--- src/rtl/isms_pkg.sv ---
// ----------------------------------------------------------------------------
// isms_pkg
// Shared types, status codes and helpers for the interval set merge table.
// ----------------------------------------------------------------------------
package isms_pkg;

    localparam logic [1:0] ST_OK    = 2'd0;
    localparam logic [1:0] ST_ORDER = 2'd1;
    localparam logic [1:0] ST_FULL  = 2'd2;

    localparam logic OP_INSERT = 1'b0;
    localparam logic OP_QUERY  = 1'b1;

    typedef struct packed {
        logic signed [31:0] hi;
        logic signed [31:0] lo;
    } t_entry;

    typedef struct packed {
        logic [1:0]  status;
        logic        is_member;
        logic        all_at_or_below;
        logic [6:0]  interval_count;
        logic [32:0] member_total;
    } t_result;

    // Number of integers in [lo, hi], hi not below lo.
    function automatic logic [32:0] f_span(logic signed [31:0] lo, logic signed [31:0] hi);
        logic [32:0] diff;
        diff = {hi[31], hi} - {lo[31], lo};
        return diff + 33'd1;
    endfunction

endpackage

--- src/rtl/isms_mem.sv ---
// ----------------------------------------------------------------------------
// isms_mem
// Interval table storage: one write port and one read port with registered
// read data.
// ----------------------------------------------------------------------------
module isms_mem #(
    parameter int DEPTH = 64,
    parameter int AW    = 6
) (
    input  logic              i_clk,
    input  logic              i_we,
    input  logic [AW-1:0]     i_waddr,
    input  isms_pkg::t_entry  i_wdata,
    input  logic              i_re,
    input  logic [AW-1:0]     i_raddr,
    output isms_pkg::t_entry  o_rdata
);
    import isms_pkg::*;

    t_entry r_mem [DEPTH];
    t_entry r_rdata;

    always_ff @(posedge i_clk) begin
        if (i_we) begin
            r_mem[i_waddr] <= i_wdata;
        end
    end

    always_ff @(posedge i_clk) begin
        if (i_re) begin
            r_rdata <= r_mem[i_raddr];
        end
    end

    assign o_rdata = r_rdata;

endmodule

--- config.mk ---
export PLATFORM = sky130hd
export DESIGN_NAME = isms_mem
export DESIGN_NICKNAME = d
export VERILOG_FILES = /design/src/rtl/isms_pkg.sv /design/src/rtl/isms_mem.sv
export SDC_FILE = /design/constraint.sdc
export NUM_CORES = 2
export LEC_CHECK = 0
export BUFFER_PORTS_ARGS = -buffer_cell sky130_fd_sc_hd__buf_2
export CORE_AREA = 2 2 528 530
export CTS_BUF_LIST = sky130_fd_sc_hd__clkbuf_16
export CTS_CLUSTER_SIZE = 20
export DETAILED_ROUTE_END_ITERATION = 6
export DIE_AREA = 0 0 530 532
export GPL_ROUTABILITY_DRIVEN = 0
export MAX_ROUTING_LAYER = met4
export PLACE_DENSITY = 0.76
export SYNTH_ARGS = -nofsm -noshare
export SYNTH_HDL_FRONTEND = slang
export SYNTH_SLANG_ARGS = --single-unit
--- constraint.sdc ---
create_clock -name i_clk -period 6.1 [get_ports i_clk]
set_input_delay 0.915 -clock i_clk [delete_from_list [all_inputs] [get_ports i_clk]]
set_output_delay 0.915 -clock i_clk [all_outputs]
set_load 0.02 [all_outputs]
==> results.toml <==
[status]
status = "finished clean"

[timing]
worst_slew_pin_slew_ns = 1.400
hold_viol_final = 0
holdWs_ns = 0.6761
slew_headroom = 0.06466
setup_ws_ns = 2.633
finalCritPeriodShare = 0.5684
tns_ns = 0
setup_viol_count_final = 0
min_period_ns = 3.467
clock.fmax_mhz = 288.4
final_max_slew_viol_count = 0
skew_ns = 0.05621
rsz0062_at_grt = "false"

[synth]
yosys.cell_types.count = 32
yosysSeqAreaShare = 0.7957
synth_area_sq_um = 157000
netlist_instances = 6598
synth_seq_cells = 4160
synth_area_per_cell_sq_um = 23.79
ys_async_sr_fraction = 0
yosys_warnings = 0
synth_top_area_frac = 0.7957
synth_edf_count = 4160
syn_nets = 6677
yosysMostFrequentCell = "edfxtp_1"
synth_ff_type = "edfxtp_1"
synth_area_leaders = "edfxtp_1, mux4_2, mux2i_1"
synth_largest_area_cell = "edfxtp_1"
yosys-top-cells-count = "edfxtp_1, mux4_2, buf_2"

[route]
wl_met1_um = 144400
drtPass1Iterations = 5
routed.top_layer = "met4"
dr_wl_met2_um = 206200
wl_met3_um = 56180
final_antenna_net_count = 0
vias = 78890
initialDrtViolationCount = 13290
viasPerCell = 7.161
drt-total-wl_um = 430700
wl_per_cell_um = 39.09
drc = 0

[power_and_ir_drop]
power.switching_uw = 12300
power_frac_seq = 0.547
power_frac_clock = 0.407
peakVddDrop_mv = 0.3612
leakage_uw = 0.05491
swShare = 0.2111
internal_power_uw = 45980
comb_power_share = 0.046
cellPowerDensity_nw_per_um2 = 331.3
power.total_uw = 58290

[floorplanning]
dieWidth_um = 530
core_area_sq_um = 275800
pin_count = 143
die_area_sq_um = 282000
rows = 193
die_y_um = 532
start_util = 0.5693

[worst_setup_path]
cp-start-kind = "input pin"
crit_fanout = 71
crit_chain = "buf_8 -> nor2b_4 -> buf_4 -> buf_4 -> a22o_1 -> nor2_1 -> a211oi_1"
crit_type = "input pin to flop"
max_stage_delay_ns = 1.24
critPathSlowestCell = "nor2b_4"
crit_arrival_ns = 4.13
critical_path.endpoint_type = "flop"
cp_common_cell = "buf_4"
crit_required_ns = 6.77

[clock_network]
clk_pin_slew_worst_paths_ns = 0.06
cts_setup_buffers = 0
cts_hold_buffers = 0
cts_tree = "yes"
clock-sinks = 4160
numCtsBuffers = 390
clkLatencyLatePin_ns = 0.95
htree_levels = 5
clk_path_buf_depth = 4
cts_root_buffer = "clkbuf_16"
ctsResizeCount = 0

[global_route]
overflow = 0
grt_usage = 0.3157
antenna_found_initial = 28
grt_max_degree = 115
grt_pass1_vias = 79110
grt_pass1_wl_um = 602600

[finish]
drive_gt1_frac = 0.2779
area_growth_pct = 12.07
nets = 7052

[placement]
post-place-ws_ns = 1.871
hpwlAfterDp_um = 213500
io_buffer_count = 142

[flow_run]
cap_viol_max_count = 0

[min_path]
min_path_type = "input pin to flop"
[path summary, 6_finish.rpt]
check / from / to / slack [ns] / depth (start not counted)
max reg2reg: r_mem[61][49] / o_rdata[49] / 3.80 / 5
min reg2reg: r_mem[52][28] / o_rdata[28] / 0.92 / 4
max: i_raddr[2] / o_rdata[31] / 2.63 / 7
min: i_re / o_rdata[24] / 0.68 / 1
[kinds of logic (layout without fill, tap and decap cells)]
family | after synthesis | after routing | synth area share
compound gates | 504 | 504 | 0.02467
buf+inv | 389 | 1079 | 0.01176
flops | 4160 | 4160 | 0.7957
mux | 1159 | 1159 | 0.1555
other cells | 0 | 24 | 0
simple gates | 386 | 386 | 0.01235
[cells in the final DEF (no fill, tap or decap), drive strengths merged]
cell type	count
a22oi	168
o221ai	38
clkinvlp	10
a31oi	18
buf	353
and2	3
nand4b	1
a2bb2oi	19
bufinv	35
or3b	1
mux2i	135
o22ai	83
mux4	1024
nand4	2
nand3b	2
nor3	2
nand2b	11
clkinv	179
or3	29
nand2	58
edfxtp	4160
nor2b	28
a22o	88
inv	105
a211oi	63
or2	28
clkbuf	397
a31o	1
diode	24
and3	64
nand3	45
a41oi	26
nor2	112
[per-layer routing]
metal / up-vias / GRT usage
li1: 29280 / -
met1: 41420 / 0.4124
met2: 6988 / 0.4762
met3: 1209 / 0.07080
met4: 0 / 0.1514
met5: - / -
[worst max-delay path: cells and delay by family]
family / cells / cell delay [ns]
AOI/OAI and AO/OA: 2 / 0.59
buffers and inverters: 3 / 1.11
and+or+nand+nor: 2 / 1.29
[layout make-up]
| cell class | count | area (sq um) |
|---|---|---|
| Antenna cell | 24 | 60.06 |
| Inverter | 19 | 71.32 |
| Fill cell | 16990 | 99830 |
| Tap cell | 3705 | 4636 |
| Timing Repair Buffer | 353 | 3133 |
| Clock buffer | 397 | 9935 |
| Clock inverter | 310 | 2402 |
| Multi-Input combinational cell | 2049 | 30780 |
| Sequential cell | 4160 | 124900 |
[stage by stage]
step	instances	utilization	area, sq um
6_report	11020	0.6380	175900
5_1_grt	11010	0.6380	175900
4_1_cts	10990	0.6378	175900
3_5_place_dp	10290	0.5930	163500
3_3_place_gp	10290	0.5930	163500
2_1_floorplan	6598	-	157000
[registers in the layout, indices dropped and copies added, names as in the netlist]
signal and flops:
o_rdata 64, r_mem 4096
[power by group through the flow]
stage               Combinational (uW)  Clock [uW]  Sequential, uW
floorplan                         1480           0           32400
finish                            2680       23800           31900
global placement                  2560           0           32400
CTS                               2670       23800           31900
detailed placement                2630           0           32500
global route                      2800       24800           31900
No activity file was read; power rests on OpenSTA's default activity.
