===== src/rtl/isms_pkg.sv =====
// ----------------------------------------------------------------------------
// isms_pkg
// Shared types, status codes and helpers for the interval set merge table.
// ----------------------------------------------------------------------------
package isms_pkg;

    localparam logic [1:0] ST_OK    = 2'd0;
    localparam logic [1:0] ST_ORDER = 2'd1;
    localparam logic [1:0] ST_FULL  = 2'd2;

    localparam logic OP_INSERT = 1'b0;
    localparam logic OP_QUERY  = 1'b1;

    typedef struct packed {
        logic signed [31:0] hi;
        logic signed [31:0] lo;
    } t_entry;

    typedef struct packed {
        logic [1:0]  status;
        logic        is_member;
        logic        all_at_or_below;
        logic [6:0]  interval_count;
        logic [32:0] member_total;
    } t_result;

    // Number of integers in [lo, hi], hi not below lo.
    function automatic logic [32:0] f_span(logic signed [31:0] lo, logic signed [31:0] hi);
        logic [32:0] diff;
        diff = {hi[31], hi} - {lo[31], lo};
        return diff + 33'd1;
    endfunction

endpackage


===== src/rtl/isms_ctrl.sv =====
// ----------------------------------------------------------------------------
// isms_ctrl
// Sequencer that scans the interval table for a query, or for an insert merges
// or opens a slot, shifts the tail of the table and writes the new interval back.
// ----------------------------------------------------------------------------
module isms_ctrl #(
    parameter int MAX_INTERVALS = 64,
    parameter int IW            = 6,
    parameter int CW            = 7
) (
    input  logic                i_clk,
    input  logic                i_rst_n,
    input  logic                i_item_valid,
    output logic                o_item_ready,
    input  logic                i_op,
    input  logic signed [31:0]  i_low_end,
    input  logic signed [31:0]  i_high_end,
    output logic                o_res_valid,
    input  logic                i_res_ready,
    output isms_pkg::t_result   o_res,
    output logic                o_rd_en,
    output logic [IW-1:0]       o_rd_addr,
    input  isms_pkg::t_entry    i_rd_data,
    output logic                o_wr_en,
    output logic [IW-1:0]       o_wr_addr,
    output isms_pkg::t_entry    o_wr_data
);
    import isms_pkg::*;

    localparam logic [2:0] S_IDLE  = 3'd0;
    localparam logic [2:0] S_SCAN  = 3'd1;
    localparam logic [2:0] S_CHECK = 3'd2;
    localparam logic [2:0] S_SHIFT = 3'd3;
    localparam logic [2:0] S_WRITE = 3'd4;
    localparam logic [2:0] S_DONE  = 3'd5;

    localparam logic [CW-1:0] MAX_CNT = CW'(MAX_INTERVALS);

    logic [2:0]          r_state, n_state;
    logic                r_op, n_op;
    logic signed [31:0]  r_a, n_a;
    logic signed [32:0]  r_am1, n_am1;
    logic signed [32:0]  r_bp1, n_bp1;
    logic signed [31:0]  r_lo, n_lo;
    logic signed [31:0]  r_hi, n_hi;
    logic [CW-1:0]       r_used, n_used;
    logic [32:0]         r_total, n_total;
    logic [32:0]         r_gone, n_gone;
    logic [CW-1:0]       r_k, n_k;
    logic [CW-1:0]       r_pidx, n_pidx;
    logic                r_pend, n_pend;
    logic [CW-1:0]       r_i, n_i;
    logic [CW-1:0]       r_removed, n_removed;
    logic [CW-1:0]       r_cnt, n_cnt;
    logic [CW-1:0]       r_dm1, n_dm1;
    logic                r_up, n_up;
    logic                r_member, n_member;
    logic                r_below, n_below;
    logic [1:0]          r_status, n_status;

    logic                w_left;
    logic                w_right;
    logic                w_stop;
    logic [CW-1:0]       w_dst;
    logic [CW+6:0]       w_count_ext;

    assign w_left  = $signed({i_rd_data.hi[31], i_rd_data.hi}) < r_am1;
    assign w_right = $signed({i_rd_data.lo[31], i_rd_data.lo}) > r_bp1;
    assign w_stop  = r_pend && (r_op == OP_INSERT) && !w_left && w_right;
    assign w_dst   = r_up ? (r_pidx + CW'(1)) : (r_pidx - r_dm1);

    always_comb begin
        n_state   = r_state;
        n_op      = r_op;
        n_a       = r_a;
        n_am1     = r_am1;
        n_bp1     = r_bp1;
        n_lo      = r_lo;
        n_hi      = r_hi;
        n_used    = r_used;
        n_total   = r_total;
        n_gone    = r_gone;
        n_k       = r_k;
        n_pidx    = r_pidx;
        n_pend    = r_pend;
        n_i       = r_i;
        n_removed = r_removed;
        n_cnt     = r_cnt;
        n_dm1     = r_dm1;
        n_up      = r_up;
        n_member  = r_member;
        n_below   = r_below;
        n_status  = r_status;
        o_rd_en   = 1'b0;
        o_rd_addr = r_k[IW-1:0];
        o_wr_en   = 1'b0;
        o_wr_addr = r_i[IW-1:0];
        o_wr_data = '{hi: r_hi, lo: r_lo};

        unique case (r_state)
            S_IDLE: begin
                if (i_item_valid) begin
                    n_op      = i_op;
                    n_a       = i_low_end;
                    n_am1     = {i_low_end[31], i_low_end} - 33'sd1;
                    n_bp1     = {i_high_end[31], i_high_end} + 33'sd1;
                    n_lo      = i_low_end;
                    n_hi      = i_high_end;
                    n_k       = '0;
                    n_pend    = 1'b0;
                    n_i       = '0;
                    n_removed = '0;
                    n_gone    = '0;
                    n_member  = 1'b0;
                    n_below   = (i_op == OP_QUERY) && (r_used == '0);
                    n_status  = ST_OK;
                    if ((i_op == OP_INSERT) && (i_low_end > i_high_end)) begin
                        n_status = ST_ORDER;
                        n_state  = S_DONE;
                    end else begin
                        n_state = S_SCAN;
                    end
                end
            end
            S_SCAN: begin
                n_pend = 1'b0;
                if ((r_k < r_used) && !w_stop) begin
                    o_rd_en = 1'b1;
                    n_k     = r_k + CW'(1);
                    n_pend  = 1'b1;
                    n_pidx  = r_k;
                end
                if (r_pend) begin
                    if (r_op == OP_QUERY) begin
                        if ((i_rd_data.lo <= r_a) && (r_a <= i_rd_data.hi)) begin
                            n_member = 1'b1;
                        end
                        if (r_pidx == (r_used - CW'(1))) begin
                            n_below = (i_rd_data.hi <= r_a);
                        end
                    end else if (w_left) begin
                        n_i = r_i + CW'(1);
                    end else if (!w_right) begin
                        n_removed = r_removed + CW'(1);
                        n_gone    = r_gone + f_span(i_rd_data.lo, i_rd_data.hi);
                        if (i_rd_data.lo < r_lo) begin
                            n_lo = i_rd_data.lo;
                        end
                        if (i_rd_data.hi > r_hi) begin
                            n_hi = i_rd_data.hi;
                        end
                    end
                end
                if (w_stop || (!r_pend && (r_k >= r_used))) begin
                    n_pend  = 1'b0;
                    n_state = (r_op == OP_QUERY) ? S_DONE : S_CHECK;
                end
            end
            S_CHECK: begin
                n_pend = 1'b0;
                if (r_removed == '0) begin
                    if (r_used == MAX_CNT) begin
                        n_status = ST_FULL;
                        n_state  = S_DONE;
                    end else begin
                        n_cnt   = r_used - r_i;
                        n_k     = r_used - CW'(1);
                        n_up    = 1'b1;
                        n_state = S_SHIFT;
                    end
                end else begin
                    n_cnt   = (r_removed == CW'(1)) ? '0 : (r_used - r_i - r_removed);
                    n_k     = r_i + r_removed;
                    n_dm1   = r_removed - CW'(1);
                    n_up    = 1'b0;
                    n_state = S_SHIFT;
                end
            end
            S_SHIFT: begin
                n_pend = 1'b0;
                if (r_cnt != '0) begin
                    o_rd_en = 1'b1;
                    n_k     = r_up ? (r_k - CW'(1)) : (r_k + CW'(1));
                    n_cnt   = r_cnt - CW'(1);
                    n_pend  = 1'b1;
                    n_pidx  = r_k;
                end
                if (r_pend) begin
                    o_wr_en   = 1'b1;
                    o_wr_addr = w_dst[IW-1:0];
                    o_wr_data = i_rd_data;
                end
                if ((r_cnt == '0) && !r_pend) begin
                    n_state = S_WRITE;
                end
            end
            S_WRITE: begin
                o_wr_en = 1'b1;
                n_used  = (r_removed == '0) ? (r_used + CW'(1))
                                            : (r_used - r_removed + CW'(1));
                n_total = r_total - r_gone + f_span(r_lo, r_hi);
                n_state = S_DONE;
            end
            S_DONE: begin
                if (i_res_ready) begin
                    n_state = S_IDLE;
                end
            end
            default: begin
                n_state = S_IDLE;
            end
        endcase
    end

    always_ff @(posedge i_clk) begin
        if (!i_rst_n) begin
            r_state <= S_IDLE;
            r_used  <= '0;
            r_total <= '0;
            r_pend  <= 1'b0;
        end else begin
            r_state <= n_state;
            r_used  <= n_used;
            r_total <= n_total;
            r_pend  <= n_pend;
        end
    end

    always_ff @(posedge i_clk) begin
        r_op      <= n_op;
        r_a       <= n_a;
        r_am1     <= n_am1;
        r_bp1     <= n_bp1;
        r_lo      <= n_lo;
        r_hi      <= n_hi;
        r_gone    <= n_gone;
        r_k       <= n_k;
        r_pidx    <= n_pidx;
        r_i       <= n_i;
        r_removed <= n_removed;
        r_cnt     <= n_cnt;
        r_dm1     <= n_dm1;
        r_up      <= n_up;
        r_member  <= n_member;
        r_below   <= n_below;
        r_status  <= n_status;
    end

    assign w_count_ext = {7'd0, r_used};

    assign o_item_ready = (r_state == S_IDLE);
    assign o_res_valid  = (r_state == S_DONE);
    assign o_res        = '{status:          r_status,
                            is_member:       r_member,
                            all_at_or_below: r_below,
                            interval_count:  w_count_ext[6:0],
                            member_total:    r_total};

endmodule


===== config.mk =====
export PLATFORM = sky130hd
export DESIGN_NAME = isms_ctrl
export DESIGN_NICKNAME = d
export VERILOG_FILES = /design/src/rtl/isms_pkg.sv /design/src/rtl/isms_ctrl.sv
export SDC_FILE = /design/constraint.sdc
export NUM_CORES = 1
export LEC_CHECK = 0
export BUFFER_PORTS_ARGS = -buffer_cell sky130_fd_sc_hd__buf_4
export CORE_MARGIN = 4
export CORE_UTILIZATION = 50
export CTS_BUF_LIST = sky130_fd_sc_hd__clkbuf_4
export DETAILED_ROUTE_END_ITERATION = 16
export PLACE_DENSITY = 0.74
export SYNTH_ARGS = -nofsm -noshare
export SYNTH_HDL_FRONTEND = slang
export SYNTH_SLANG_ARGS = --single-unit

===== constraint.sdc =====
create_clock -name i_clk -period 7.6 [get_ports i_clk]
set_input_delay 1.52 -clock i_clk [delete_from_list [all_inputs] [get_ports i_clk]]
set_output_delay 1.52 -clock i_clk [all_outputs]
set_load 0.01 [all_outputs]

==> results.py <==
metrics = {
    "floorplan": {
        "core_um2": 51400,
        "io_pins": 257,
        "initial_utilization_pct": 50.5,
        "fp.dieH_um": 236,
        "dieArea_um2": 55600,
        "rows": 83,
        "fp.dieW_um": 236,
    },
    "yosys": {
        "synthArstFlopShare_pct": 0,
        "synth_fp_nets": 3419,
        "synth_cell_type_count": 79,
        "syn_area_um2": 26000,
        "syn-instance-count": 2838,
        "syn_area_per_cell_um2": 9.15,
        "synthSimpleGateAreaFrac_pct": 14.3,
        "synth-compound-area-share_pct": 14.6,
        "synthMuxAreaShare_pct": 1.66,
        "synthXorXnorAreaFrac_pct": 5.87,
        "ys_warn_count": 0,
        "synthFlopType": "edfxtp_1",
        "synth.ff_latch_count": 286,
        "synth_edf_count": 242,
        "synth-adder-area-share_pct": 24.5,
        "yosysSeqAreaShare_pct": 31.4,
        "synth_top_family_by_area": "adder cells",
    },
    "cells_and_area": {
        "area_delta_synth_final_pct": 14.2,
        "drive_above_1_share_pct": 14.5,
        "filler_cell_count": 4481,
        "fin_nets": 3701,
    },
    "timing": {
        "setup_viol_count_final": 0,
        "tns_ns": 0,
        "worst_pin_slew_ns": 1.24,
        "rsz0062_at_grt": "no",
        "drv_slew": 0,
        "fmax_ghz": 0.159,
        "max_slew_margin_pct": 16.1,
        "fin_crit_ns": 6.31,
        "post-route-period-util_pct": 83.0,
        "hold_viol": 0,
        "fin_worst_skew_ns": 0.0577,
    },
    "clock_network": {
        "clock_path_buffers": 3,
        "cts_made_buffers": 84,
        "path_clk_slew_ns": 0.06,
        "cts_setup_buffers": 0,
        "clock-sinks": 286,
        "cts_hold_buf": 0,
        "cts_root_buf": "clkbuf_4",
        "clock_latency_ns": 0.84,
        "cts.htree.levels": 3,
        "cts_resized": 0,
        "cts_tree": "done",
    },
    "routing": {
        "postRouteAntennaNets": 0,
        "drt_wl_total_um": 84800,
        "wire_per_inst_um": 21.9,
        "via_count": 22439,
        "vias_per_cell": 5.80,
        "dr.pass1.iters": 5,
        "drc_errors": 0,
        "drtIter0Drc": 2226,
    },
    "global_routing": {
        "grt_antenna_before_repair": 6,
        "grt_pass1_wl_um": 128000,
        "overflow": 0,
        "grt_max_degree": 76,
        "grt_pass1_vias": 22064,
        "grt_util_all_layers_pct": 29.6,
    },
    "worst_setup_path": {
        "crit_fanout": 75,
        "cp.required_ns": 6.08,
        "end_kind": "primary output",
        "path_class": "reg -> out",
        "arrival_ns": 4.79,
        "start_kind": "flip-flop",
    },
    "placement": {
        "gp_congestion": 1.04,
        "dp_hpwl_um": 68800,
        "io_buffers": 256,
    },
    "run": {
        "cap_viol_max_count": 0,
    },
    "run_status": {
        "status": "finished clean",
    },
    "min_path": {
        "hold_path.class": "reg -> reg",
    },
}
==> final cells by class <==
type	count	area, um^2	area share, %
clock buffers	111	833	2.81
flip-flops and latches	286	8150	27.5
multi-input cells	2031	15800	53.4
diodes	4	10.0	0.0338
well taps	680	851	2.87
repair buffers	269	2020	6.81
inverters	448	1680	5.67
clock inverters	41	274	0.924
==> critical path, stage by stage (launching register included) <==
cell and delay, ns:
dfxtp_1 0.64, nand2b_1 0.49, nor2_1 0.97, nand2_4 0.71
buf_4 0.51, o21ai_0 0.43, buf_4 0.21
==> worst paths after layout <==
kind,cells after the start,startpoint,end,slack [ns]
worst max-delay path,6,r_state[0],o_wr_data[42],1.29
worst min-delay path,2,r_total[9],r_total[9],0.47
worst max register to register,14,r_lo[0],r_total[32],2.58
worst min register to register,2,r_total[9],r_total[9],0.47
==> registers in the layout, summed over array words and instances (netlist names), 32 cells and up <==
register  flops
r_gone       33
r_bp1        33
r_am1        33
r_total      33
r_hi         32
r_lo         32
r_a          32
==> cells in the mapped netlist, types with 10 or more instances <==
| master | number | area (um^2) |
|---|---|---|
| a211oi_1 | 14 | 105 |
| a21o_1 | 101 | 758 |
| a21oi_1 | 159 | 796 |
| a221oi_1 | 11 | 96.3 |
| a31oi_1 | 15 | 93.8 |
| and3_1 | 18 | 113 |
| and4_1 | 10 | 87.6 |
| clkbuf_1 | 61 | 229 |
| dfxtp_1 | 44 | 881 |
| edfxtp_1 | 242 | 7270 |
| fa_1 | 101 | 2020 |
| ha_1 | 347 | 4340 |
| inv_1 | 445 | 1670 |
| mux2_2 | 33 | 372 |
| nand2_1 | 284 | 1070 |
| nand2b_1 | 17 | 106 |
| nand3_1 | 61 | 305 |
| nand4_1 | 59 | 369 |
| nor2_1 | 149 | 559 |
| nor2b_1 | 27 | 169 |
| nor3_1 | 61 | 305 |
| nor4_1 | 13 | 81.3 |
| o211ai_1 | 21 | 158 |
| o21a_1 | 32 | 240 |
| o21ai_0 | 150 | 751 |
| o21bai_1 | 13 | 97.6 |
| o22ai_1 | 17 | 106 |
| o31ai_1 | 10 | 75.1 |
| or3_1 | 17 | 106 |
| xnor2_1 | 119 | 1040 |
| xor2_1 | 53 | 464 |
==> logic make-up after synthesis <==
kind of cell,count (synthesis)
compound gates,602
mux,39
fa+ha+maj,448
flops,286
buf+inv,521
simple gates,769
xor+xnor,173
==> routing by layer <==
layer  global-route usage [%]  vias to the layer above  wire length (um)
li1                         -                    10495                 -
met5                        0                        -                18
met3                     4.72                      155              7140
met4                     11.6                        2              3060
met1                     40.7                    10748             35900
met2                     47.0                     1039             38700
==> metrics by stage <==
| stage | instances | utilization [%] | setup slack [ns] | cell area [um^2] | hold WS, ns |
|---|---|---|---|---|---|
| floorplan | 2838 | - | 1.51 | 26000 | 0.476 |
| global placement | 3714 | 55.5 | 1.72 | 28500 | 0.454 |
| detailed placement | 3714 | 55.5 | 1.68 | 28500 | 0.466 |
| CTS | 3866 | 57.7 | 1.32 | 29600 | 0.472 |
| global route | 3870 | 57.7 | 1.10 | 29700 | 0.496 |
| finish | 3870 | 57.7 | 1.29 | 29700 | 0.469 |
==> placed cells by master, fill, tap and decap left out, types with 21 or more instances in the layout <==
cell	Yosys	final
xnor2_1	119	119
clkinv_1	1	25
a21oi_1	159	159
nand4_1	59	59
a21o_1	101	101
ha_1	347	347
fa_1	101	101
o21a_1	32	32
o21ai_0	150	150
edfxtp_1	242	242
mux2_2	33	33
nand2_1	284	281
nor2b_1	27	27
xor2_1	53	53
buf_4	8	269
clkbuf_4	0	111
nor3_1	61	61
dfxtp_1	44	44
inv_1	445	444
nand3_1	61	61
o211ai_1	21	21
nor2_1	149	148
Power is not shown: default switching activity piles up to over one toggle a cycle in this logic, so the estimate is an artifact.
